[src/rtl/md5ce_pkg.sv]
// Shared types, constants and round tables for the MD5 compression engine.
// Depends on nothing; every other file in rtl/ refers to it by scoped names.
`default_nettype none

package md5ce_pkg;

    localparam int WordW      = 32;
    localparam int BlockWords = 16;
    localparam int WordIdxW   = $clog2(BlockWords);
    localparam int Rounds     = 64;
    localparam int RoundIdxW  = $clog2(Rounds);
    localparam int DigestW    = 4 * WordW;

    localparam logic [WordW-1:0] IvA = 32'h67452301;
    localparam logic [WordW-1:0] IvB = 32'hefcdab89;
    localparam logic [WordW-1:0] IvC = 32'h98badcfe;
    localparam logic [WordW-1:0] IvD = 32'h10325476;

    typedef enum logic [2:0] {
        ST_COLLECT,
        ST_INIT,
        ST_ROUND,
        ST_UPDATE,
        ST_EMIT
    } state_t;

    // Commands from the controller to the datapath.
    typedef struct packed {
        logic                 store_word;
        logic [WordIdxW-1:0]  word_idx;
        logic                 restart;
        logic                 init_round;
        logic                 run_round;
        logic [RoundIdxW-1:0] round_idx;
        logic [RoundIdxW-1:0] mk_idx;
        logic                 add_chain;
        logic                 load_out;
    } cmd_t;

    // Additive constants derived from the sine function.
    function automatic logic [WordW-1:0] md5_k(input logic [RoundIdxW-1:0] i);
        logic [WordW-1:0] k;
        case (i)
            6'd0:  k = 32'hD76AA478;  6'd1:  k = 32'hE8C7B756;
            6'd2:  k = 32'h242070DB;  6'd3:  k = 32'hC1BDCEEE;
            6'd4:  k = 32'hF57C0FAF;  6'd5:  k = 32'h4787C62A;
            6'd6:  k = 32'hA8304613;  6'd7:  k = 32'hFD469501;
            6'd8:  k = 32'h698098D8;  6'd9:  k = 32'h8B44F7AF;
            6'd10: k = 32'hFFFF5BB1;  6'd11: k = 32'h895CD7BE;
            6'd12: k = 32'h6B901122;  6'd13: k = 32'hFD987193;
            6'd14: k = 32'hA679438E;  6'd15: k = 32'h49B40821;
            6'd16: k = 32'hF61E2562;  6'd17: k = 32'hC040B340;
            6'd18: k = 32'h265E5A51;  6'd19: k = 32'hE9B6C7AA;
            6'd20: k = 32'hD62F105D;  6'd21: k = 32'h02441453;
            6'd22: k = 32'hD8A1E681;  6'd23: k = 32'hE7D3FBC8;
            6'd24: k = 32'h21E1CDE6;  6'd25: k = 32'hC33707D6;
            6'd26: k = 32'hF4D50D87;  6'd27: k = 32'h455A14ED;
            6'd28: k = 32'hA9E3E905;  6'd29: k = 32'hFCEFA3F8;
            6'd30: k = 32'h676F02D9;  6'd31: k = 32'h8D2A4C8A;
            6'd32: k = 32'hFFFA3942;  6'd33: k = 32'h8771F681;
            6'd34: k = 32'h6D9D6122;  6'd35: k = 32'hFDE5380C;
            6'd36: k = 32'hA4BEEA44;  6'd37: k = 32'h4BDECFA9;
            6'd38: k = 32'hF6BB4B60;  6'd39: k = 32'hBEBFBC70;
            6'd40: k = 32'h289B7EC6;  6'd41: k = 32'hEAA127FA;
            6'd42: k = 32'hD4EF3085;  6'd43: k = 32'h04881D05;
            6'd44: k = 32'hD9D4D039;  6'd45: k = 32'hE6DB99E5;
            6'd46: k = 32'h1FA27CF8;  6'd47: k = 32'hC4AC5665;
            6'd48: k = 32'hF4292244;  6'd49: k = 32'h432AFF97;
            6'd50: k = 32'hAB9423A7;  6'd51: k = 32'hFC93A039;
            6'd52: k = 32'h655B59C3;  6'd53: k = 32'h8F0CCC92;
            6'd54: k = 32'hFFEFF47D;  6'd55: k = 32'h85845DD1;
            6'd56: k = 32'h6FA87E4F;  6'd57: k = 32'hFE2CE6E0;
            6'd58: k = 32'hA3014314;  6'd59: k = 32'h4E0811A1;
            6'd60: k = 32'hF7537E82;  6'd61: k = 32'hBD3AF235;
            6'd62: k = 32'h2AD7D2BB;  6'd63: k = 32'hEB86D391;
            default: k = '0;
        endcase
        return k;
    endfunction

    // Rotate amount: depends on the phase and the low two bits of the round.
    function automatic logic [4:0] md5_rot(input logic [RoundIdxW-1:0] i);
        logic [4:0] s;
        case ({i[5:4], i[1:0]})
            4'd0:  s = 5'd7;   4'd1:  s = 5'd12;  4'd2:  s = 5'd17;  4'd3:  s = 5'd22;
            4'd4:  s = 5'd5;   4'd5:  s = 5'd9;   4'd6:  s = 5'd14;  4'd7:  s = 5'd20;
            4'd8:  s = 5'd4;   4'd9:  s = 5'd11;  4'd10: s = 5'd16;  4'd11: s = 5'd23;
            4'd12: s = 5'd6;   4'd13: s = 5'd10;  4'd14: s = 5'd15;  4'd15: s = 5'd21;
            default: s = 5'd0;
        endcase
        return s;
    endfunction

    // Message word index used in a given round, modulo sixteen.
    function automatic logic [WordIdxW-1:0] md5_g(input logic [RoundIdxW-1:0] i);
        logic [WordIdxW-1:0] lo;
        logic [WordIdxW-1:0] g;
        lo = i[WordIdxW-1:0];
        case (i[5:4])
            2'd0:    g = lo;
            2'd1:    g = WordIdxW'(lo * 4'd5) + 4'd1;
            2'd2:    g = WordIdxW'(lo * 4'd3) + 4'd5;
            default: g = WordIdxW'(lo * 4'd7);
        endcase
        return g;
    endfunction

    function automatic logic [WordW-1:0] md5_rotl(input logic [WordW-1:0] v,
                                                  input logic [4:0] s);
        logic [2*WordW-1:0] dbl;
        dbl = {v, v} << s;
        return dbl[2*WordW-1:WordW];
    endfunction

endpackage

`default_nettype wire

[src/rtl/md5_compression_engine.sv]
// MD5 compression engine, top level: ties the controller to the datapath.
// After the sixteenth word of a final block is taken, the engine runs init, the rounds and
// the chaining update, then loads the digest in the emit state once any earlier digest is
// taken. Words of the next block wait until the current block is through the one round unit.
// Reset (aresetn low, synchronous): chaining value returns to the MD5 initial constants,
// the word count and final flag clear, and no digest is pending.
`default_nettype none

module md5_compression_engine (
    input  wire logic         aclk,
    input  wire logic         aresetn,
    // Input requests: one padded message word each.
    input  wire logic         s_tvalid,
    output logic              s_tready,
    input  wire logic [31:0]  s_tdata,   // [31:0] message_word
    input  wire logic [1:0]   s_tuser,   // [0] new_message, [1] final_block
    // Result requests: one digest per completed final block.
    output logic              m_tvalid,
    input  wire logic         m_tready,
    output logic      [127:0] m_tdata    // [31:0] digest_a, [63:32] digest_b,
                                         // [95:64] digest_c, [127:96] digest_d
);

    md5ce_pkg::cmd_t cmd;

    // The controller sequences word collection, the 64 rounds and the output request.
    // Words are taken only while a block is being collected; during compression the
    // input side is held off because the block buffer is being read.
    md5ce_ctrl u_ctrl (
        .aclk        (aclk),
        .aresetn     (aresetn),
        .s_tvalid    (s_tvalid),
        .s_tready    (s_tready),
        .new_message (s_tuser[0]),
        .final_block (s_tuser[1]),
        .m_tvalid    (m_tvalid),
        .m_tready    (m_tready),
        .cmd         (cmd)
    );

    // The datapath holds the block buffer, chaining value, working registers and the
    // output register, so a finished digest waits there while the next block collects.
    md5ce_datapath u_datapath (
        .aclk       (aclk),
        .aresetn    (aresetn),
        .cmd        (cmd),
        .word_in    (s_tdata),
        .digest_out (m_tdata)
    );

endmodule

`default_nettype wire

[src/rtl/md5ce_datapath.sv]
// Datapath of the MD5 engine: block buffer, chaining value, round registers
// and digest output register. Uses md5ce_pkg; driven by md5ce_ctrl commands.
`default_nettype none

module md5ce_datapath (
    input  wire logic                          aclk,
    input  wire logic                          aresetn,
    input  wire md5ce_pkg::cmd_t               cmd,
    input  wire logic [md5ce_pkg::WordW-1:0]   word_in,
    output logic      [md5ce_pkg::DigestW-1:0] digest_out
);

    logic [md5ce_pkg::WordW-1:0] buf_reg [md5ce_pkg::BlockWords];
    logic [md5ce_pkg::WordW-1:0] chain_reg [4];
    logic [md5ce_pkg::WordW-1:0] a_reg, b_reg, c_reg, d_reg;
    logic [md5ce_pkg::WordW-1:0] mk_reg, mk_next;
    logic [md5ce_pkg::WordW-1:0] f_val, sum_val, b_next;
    logic [md5ce_pkg::DigestW-1:0] out_reg;

    // Message word plus round constant is fetched one round ahead.
    assign mk_next = buf_reg[md5ce_pkg::md5_g(cmd.mk_idx)] + md5ce_pkg::md5_k(cmd.mk_idx);

    always_comb begin
        case (cmd.round_idx[5:4])
            2'd0:    f_val = (b_reg & c_reg) | (~b_reg & d_reg);
            2'd1:    f_val = (b_reg & d_reg) | (c_reg & ~d_reg);
            2'd2:    f_val = b_reg ^ c_reg ^ d_reg;
            default: f_val = c_reg ^ (b_reg | ~d_reg);
        endcase
        sum_val = a_reg + f_val + mk_reg;
        b_next  = b_reg + md5ce_pkg::md5_rotl(sum_val, md5ce_pkg::md5_rot(cmd.round_idx));
    end

    always_ff @(posedge aclk) begin
        if (cmd.store_word) begin
            buf_reg[cmd.word_idx] <= word_in;
        end
        if (cmd.init_round || cmd.run_round) begin
            mk_reg <= mk_next;
        end
        if (cmd.init_round) begin
            a_reg <= chain_reg[0];
            b_reg <= chain_reg[1];
            c_reg <= chain_reg[2];
            d_reg <= chain_reg[3];
        end else if (cmd.run_round) begin
            a_reg <= d_reg;
            b_reg <= b_next;
            c_reg <= b_reg;
            d_reg <= c_reg;
        end
        if (cmd.load_out) begin
            out_reg <= {chain_reg[3], chain_reg[2], chain_reg[1], chain_reg[0]};
        end
    end

    always_ff @(posedge aclk) begin
        if (!aresetn || cmd.restart) begin
            chain_reg[0] <= md5ce_pkg::IvA;
            chain_reg[1] <= md5ce_pkg::IvB;
            chain_reg[2] <= md5ce_pkg::IvC;
            chain_reg[3] <= md5ce_pkg::IvD;
        end else if (cmd.add_chain) begin
            chain_reg[0] <= chain_reg[0] + a_reg;
            chain_reg[1] <= chain_reg[1] + b_reg;
            chain_reg[2] <= chain_reg[2] + c_reg;
            chain_reg[3] <= chain_reg[3] + d_reg;
        end
    end

    assign digest_out = out_reg;

endmodule

`default_nettype wire

[src/rtl/md5ce_ctrl.sv]
// Controller of the MD5 engine: word collection, round sequencing and the
// result handshake. Uses md5ce_pkg; issues md5ce_pkg::cmd_t to the datapath.
`default_nettype none

module md5ce_ctrl (
    input  wire logic            aclk,
    input  wire logic            aresetn,
    input  wire logic            s_tvalid,
    output logic                 s_tready,
    input  wire logic            new_message,
    input  wire logic            final_block,
    output logic                 m_tvalid,
    input  wire logic            m_tready,
    output md5ce_pkg::cmd_t      cmd
);

    md5ce_pkg::state_t state_reg, state_next;
    logic [md5ce_pkg::WordIdxW-1:0]  word_count_reg, word_count_next;
    logic [md5ce_pkg::RoundIdxW-1:0] round_reg, round_next;
    logic last_seen_reg, last_seen_next;
    logic out_valid_reg, out_valid_next;
    logic accept;
    logic [md5ce_pkg::WordIdxW-1:0] idx;

    always_ff @(posedge aclk) begin
        if (!aresetn) begin
            state_reg      <= md5ce_pkg::ST_COLLECT;
            word_count_reg <= '0;
            round_reg      <= '0;
            last_seen_reg  <= 1'b0;
            out_valid_reg  <= 1'b0;
        end else begin
            state_reg      <= state_next;
            word_count_reg <= word_count_next;
            round_reg      <= round_next;
            last_seen_reg  <= last_seen_next;
            out_valid_reg  <= out_valid_next;
        end
    end

    always_comb begin
        state_next      = state_reg;
        word_count_next = word_count_reg;
        round_next      = round_reg;
        last_seen_next  = last_seen_reg;
        out_valid_next  = out_valid_reg && !m_tready;
        s_tready        = 1'b0;
        accept          = 1'b0;
        idx             = new_message ? '0 : word_count_reg;
        cmd             = '0;
        cmd.word_idx    = idx;
        cmd.round_idx   = round_reg;
        cmd.mk_idx      = round_reg + 1'b1;

        unique case (state_reg)
            md5ce_pkg::ST_COLLECT: begin
                s_tready = 1'b1;
                accept   = s_tvalid;
                if (accept) begin
                    cmd.store_word  = 1'b1;
                    cmd.restart     = new_message;
                    last_seen_next  = (last_seen_reg && !new_message) || final_block;
                    word_count_next = idx + 1'b1;
                    if (idx == md5ce_pkg::WordIdxW'(md5ce_pkg::BlockWords - 1)) begin
                        state_next = md5ce_pkg::ST_INIT;
                    end
                end
            end
            md5ce_pkg::ST_INIT: begin
                cmd.init_round = 1'b1;
                cmd.mk_idx     = '0;
                round_next     = '0;
                state_next     = md5ce_pkg::ST_ROUND;
            end
            md5ce_pkg::ST_ROUND: begin
                cmd.run_round = 1'b1;
                round_next    = round_reg + 1'b1;
                if (round_reg == md5ce_pkg::RoundIdxW'(md5ce_pkg::Rounds - 1)) begin
                    state_next = md5ce_pkg::ST_UPDATE;
                end
            end
            md5ce_pkg::ST_UPDATE: begin
                cmd.add_chain = 1'b1;
                state_next    = last_seen_reg ? md5ce_pkg::ST_EMIT : md5ce_pkg::ST_COLLECT;
            end
            md5ce_pkg::ST_EMIT: begin
                if (!out_valid_reg || m_tready) begin
                    cmd.load_out   = 1'b1;
                    out_valid_next = 1'b1;
                    last_seen_next = 1'b0;
                    state_next     = md5ce_pkg::ST_COLLECT;
                end
            end
            default: state_next = md5ce_pkg::ST_COLLECT;
        endcase
    end

    assign m_tvalid = out_valid_reg;

`ifndef ASSERT_OFF
    // Compression starts only with a full block and an empty word counter.
    a_init_count: assert property (@(posedge aclk) disable iff (!aresetn)
        state_reg == md5ce_pkg::ST_INIT |-> word_count_reg == '0)
        else $error("compression started with a partial block");

    // The last round is always followed by the chaining update.
    a_round_end: assert property (@(posedge aclk) disable iff (!aresetn)
        (state_reg == md5ce_pkg::ST_ROUND &&
         round_reg == md5ce_pkg::RoundIdxW'(md5ce_pkg::Rounds - 1))
        |=> state_reg == md5ce_pkg::ST_UPDATE)
        else $error("round sequence did not end in the update");

    // A new digest never overwrites one that has not been taken.
    a_no_overwrite: assert property (@(posedge aclk) disable iff (!aresetn)
        cmd.load_out |-> (!out_valid_reg || m_tready))
        else $error("digest overwritten while still pending");

    // A digest is only emitted for a block marked final.
    a_emit_final: assert property (@(posedge aclk) disable iff (!aresetn)
        state_reg == md5ce_pkg::ST_EMIT |-> last_seen_reg)
        else $error("digest emitted for a non-final block");
`endif

endmodule

`default_nettype wire

[config.mk]
export PLATFORM = sky130hd
export DESIGN_NAME = md5_compression_engine
export DESIGN_NICKNAME = d
export VERILOG_FILES = /design/src/rtl/md5ce_pkg.sv /design/src/rtl/md5_compression_engine.sv /design/src/rtl/md5ce_datapath.sv /design/src/rtl/md5ce_ctrl.sv
export SDC_FILE = /design/constraint.sdc
export NUM_CORES = 2
export LEC_CHECK = 0
export ABC_AREA = 1
export BUFFER_PORTS_ARGS = -buffer_cell sky130_fd_sc_hd__buf_4
export CORE_ASPECT_RATIO = 0.75
export CORE_MARGIN = 2
export CORE_UTILIZATION = 55
export CTS_CLUSTER_DIAMETER = 120
export DETAILED_ROUTE_END_ITERATION = 10
export PLACE_DENSITY = 0.75
export SYNTH_ARGS = -nofsm -noshare
export SYNTH_HDL_FRONTEND = slang
export SYNTH_SLANG_ARGS = --single-unit
[constraint.sdc]
create_clock -name aclk -period 16.5 [get_ports aclk]
set_clock_uncertainty 0.15 [all_clocks]
set_input_delay 3.3 -clock aclk [delete_from_list [all_inputs] [get_ports aclk]]
set_output_delay 3.3 -clock aclk [all_outputs]
set_load 0.03 [all_outputs]
==> run_results.csv <==
group,metric,value,unit
sta,timing.fmax,119,MHz
sta,slew_headroom,0.0665,
hold_path,hold_start,"u_ctrl.word_count_reg[0]",
sta,setup_viol,0,
cts,h-tree-depth,3,
placed_design,placed_cell_area,58100,um^2
hold_path,worstHoldEndpoint,"u_ctrl.word_count_reg[0]",
setup_path,max_stage_delay,880,ps
cts,clock_latency,720,ps
final_layout,largest_register_ffs,512,
cts,cts_hold_buf,0,
cts,cts_resized,0,
sta,setup_ws,8130,ps
sta,rsz0062_at_grt,"no",
final_layout,fin_area,61200,um^2
yosys,ys_dominant_reg_cell,"edfxtp_1",
setup_path,r2r_slack,8130,ps
global_route,grt_pass1_vias,43300,
setup_path,crit_fanout,73,
setup_path,cpMaxStageDelayCell,"buf_4",
cts,cts_setup_buffers,0,
final_layout,final_common_cell,"nand2_1",
power_and_ir_drop,total_power,8.47,mW
routing,drt_iter0_markers,6527,
yosys,synth_top_cell_by_area,"edfxtp_1",
placed_design,dp_hpwl,131000,um
setup_path,cp-end-kind,"flop",
placed_design,gp_routability_congestion,1.02,
yosys,synth_area,55600,um^2
final_layout,nNetsFinal,6743,
sta,setup_tns,0,ps
status,outcome,"finished clean",
floorplan,rows,100,
final_layout,antenna-diode-count,0,
placed_design,portBuffers,167,
yosys,synth_edf_count,928,
floorplan,io_pins,168,
yosys,synth_top_area_share,0.502,
setup_path,rr_worst_depth,36,
sta,slew_viol_final,0,
floorplan,start_util,0.557,
yosys,syn_avg_cell_area,8.82,um^2
sta,finalCritPeriodShare,0.507,
yosys,synth_cells,6301,
global_route,grt_max_degree,119,
setup_path,crit_arrival,8650,ps
setup_path,startpoint,"u_ctrl.state_reg[0]",
cts,clk_pin_slew,60,ps
yosys,yosys_warnings,0,
setup_path,cpMostUsedCell,"nand2_1",
power_and_ir_drop,p_per_area,138,nW/um^2
routing,routedWlPerCell,23.6,um
routing,antenna_left,0,
global_route,grtUsageTotal,0.352,
routing,route.vias.total,47500,
routing,wl,184000,um
routing,drc,0,
yosys,yosysUniqueCellTypes,59,
hold_path,hold_depth,2,
setup_path,r2r-end,"u_datapath.mk_reg[26]",
setup_path,critPathLaunchType,"flop",
power_and_ir_drop,irDropWorstVdd,0.000151,V
sta,final-hold-violation-count,0,
cts,cts_tree,"built",
cts,ctsLongestPathBuffers,3,
global_route,grt.overflow.total,0,
yosys,synth_nets,6646,
floorplan,die_h,279,um
yosys,ys_top_cells_by_area,"edfxtp_1 50%, nand2_1 11%, nand3_1 7.2%",
floorplan,coreArea,99700,um^2
final_layout,drive_gt1_frac,0.0708,
floorplan,die_area,104000,um^2
global_route,grt_pass1_wl,274000,um
yosys,yosysSeqAreaShare,0.509,
final_layout,fillers,8457,
cts,root_buffer,"clkbuf_16",
run,max_cap_viol_count,0,
cts,numClockSinks,948,
setup_path,required,16780,ps
cts,numCtsBuffers,93,
floorplan,chipWidth,371,um
sta,layout_min_cycle_time,8370,ps
routing,firstDrtPassIters,6,
yosys,async_flop_share,0,
sta,worst_pin_slew,1380,ps
sta,fin_hold_ws,303,ps
setup_path,path_class,"reg -> reg",
power_and_ir_drop,power_leakage,24.9,nW
placed_design,post-place-ws,8350,ps
routing,viasPerCell,6.09,
hold_path,hold_class,"reg -> reg",
global_route,antenna_found_initial,6,
final_layout,most-common-layout-cells,"1569 x nand2_1, 928 x edfxtp_1, 794 x nand3_1",
yosys,ys_ff_latch,948,
final_layout,area_growth,10.1,%
setup_path,reg2reg_from,"u_ctrl.state_reg[0]",
-- critical path: cells and delay by family (launching register included) --
family | cells | cell delay (ps)
simple gates | 22 | 2910
buf+inv | 7 | 2510
fa+ha+maj | 3 | 1260
compound gates | 3 | 630
flops | 1 | 320
xor+xnor | 1 | 150
-- metal layers --
layer | up-vias | track usage | part of all wire
met1 | 22500 | 0.557 | 0.44
li1 | 21900 | - | -
met2 | 2775 | 0.481 | 0.40
met5 | - | 0 | 0.00022
met4 | 6 | 0.0834 | 0.024
met3 | 295 | 0.0853 | 0.13
-- synthesized netlist by cell type (9+ instances only) --
master / number
a211oi_1: 11
a21o_1: 24
a21oi_1: 402
a221oi_1: 17
a31oi_1: 37
buf_1: 15
buf_2: 110
clkbuf_1: 96
dfxtp_1: 20
edfxtp_1: 928
fa_1: 43
ha_1: 264
inv_1: 699
inv_2: 12
nand2_1: 1572
nand3_1: 794
nand4_1: 24
nor2_1: 322
nor3_1: 43
nor4_1: 10
o211ai_1: 43
o21a_1: 40
o21ai_0: 461
o21ai_1: 12
o21bai_1: 18
o221ai_1: 9
o22ai_1: 32
o31ai_1: 38
or2_2: 42
xnor2_1: 28
xor2_1: 62
-- cells by family after synthesis --
kind of cell | Yosys count | synth area share
AND/OR/NAND/NOR | 2832 | 0.215
XOR/XNOR | 91 | 0.0145
multiplexers | 2 | 0.000360
buffers and inverters | 940 | 0.0663
adder cells (fa/ha/maj) | 307 | 0.0750
AO/OA/AOI/OAI | 1181 | 0.120
flip-flops | 948 | 0.509
-- final cells by class --
| type | count | area [um^2] | share of cell area |
|---|---|---|---|
| Timing Repair Buffer | 227 | 1700 | 0.0278 |
| Tap cell | 1326 | 1660 | 0.0271 |
| Multi-Input combinational cell | 4413 | 23800 | 0.389 |
| Clock buffer | 108 | 2380 | 0.0390 |
| Inverter | 715 | 2690 | 0.0440 |
| Clock inverter | 62 | 686 | 0.0112 |
| Sequential cell | 948 | 28300 | 0.462 |
-- per-stage QoR --
step | instances | util
floorplan | 6301 | -
global placement | 7628 | 0.583
detailed placement | 7628 | 0.583
CTS | 7798 | 0.614
global route | 7799 | 0.614
finish | 7799 | 0.614
-- worst max path at each step --
stage | endpoint
after floorplan | u_datapath.digest_out[0]
after CTS | u_datapath.mk_reg[26]
after global placement | u_datapath.mk_reg[27]
after detailed placement | u_datapath.mk_reg[27]
after global routing | u_datapath.mk_reg[27]
final | u_datapath.mk_reg[26]
-- power breakdown --
part,leakage (nW),internal [mW],switching [mW],total [mW]
logic,14.9,1.07,2.27,3.34
clock network,1.48,1.20,0.968,2.17
registers,8.51,2.83,0.135,2.96
total,24.9,5.10,3.37,8.47
Power figures use the tool's default switching activity.
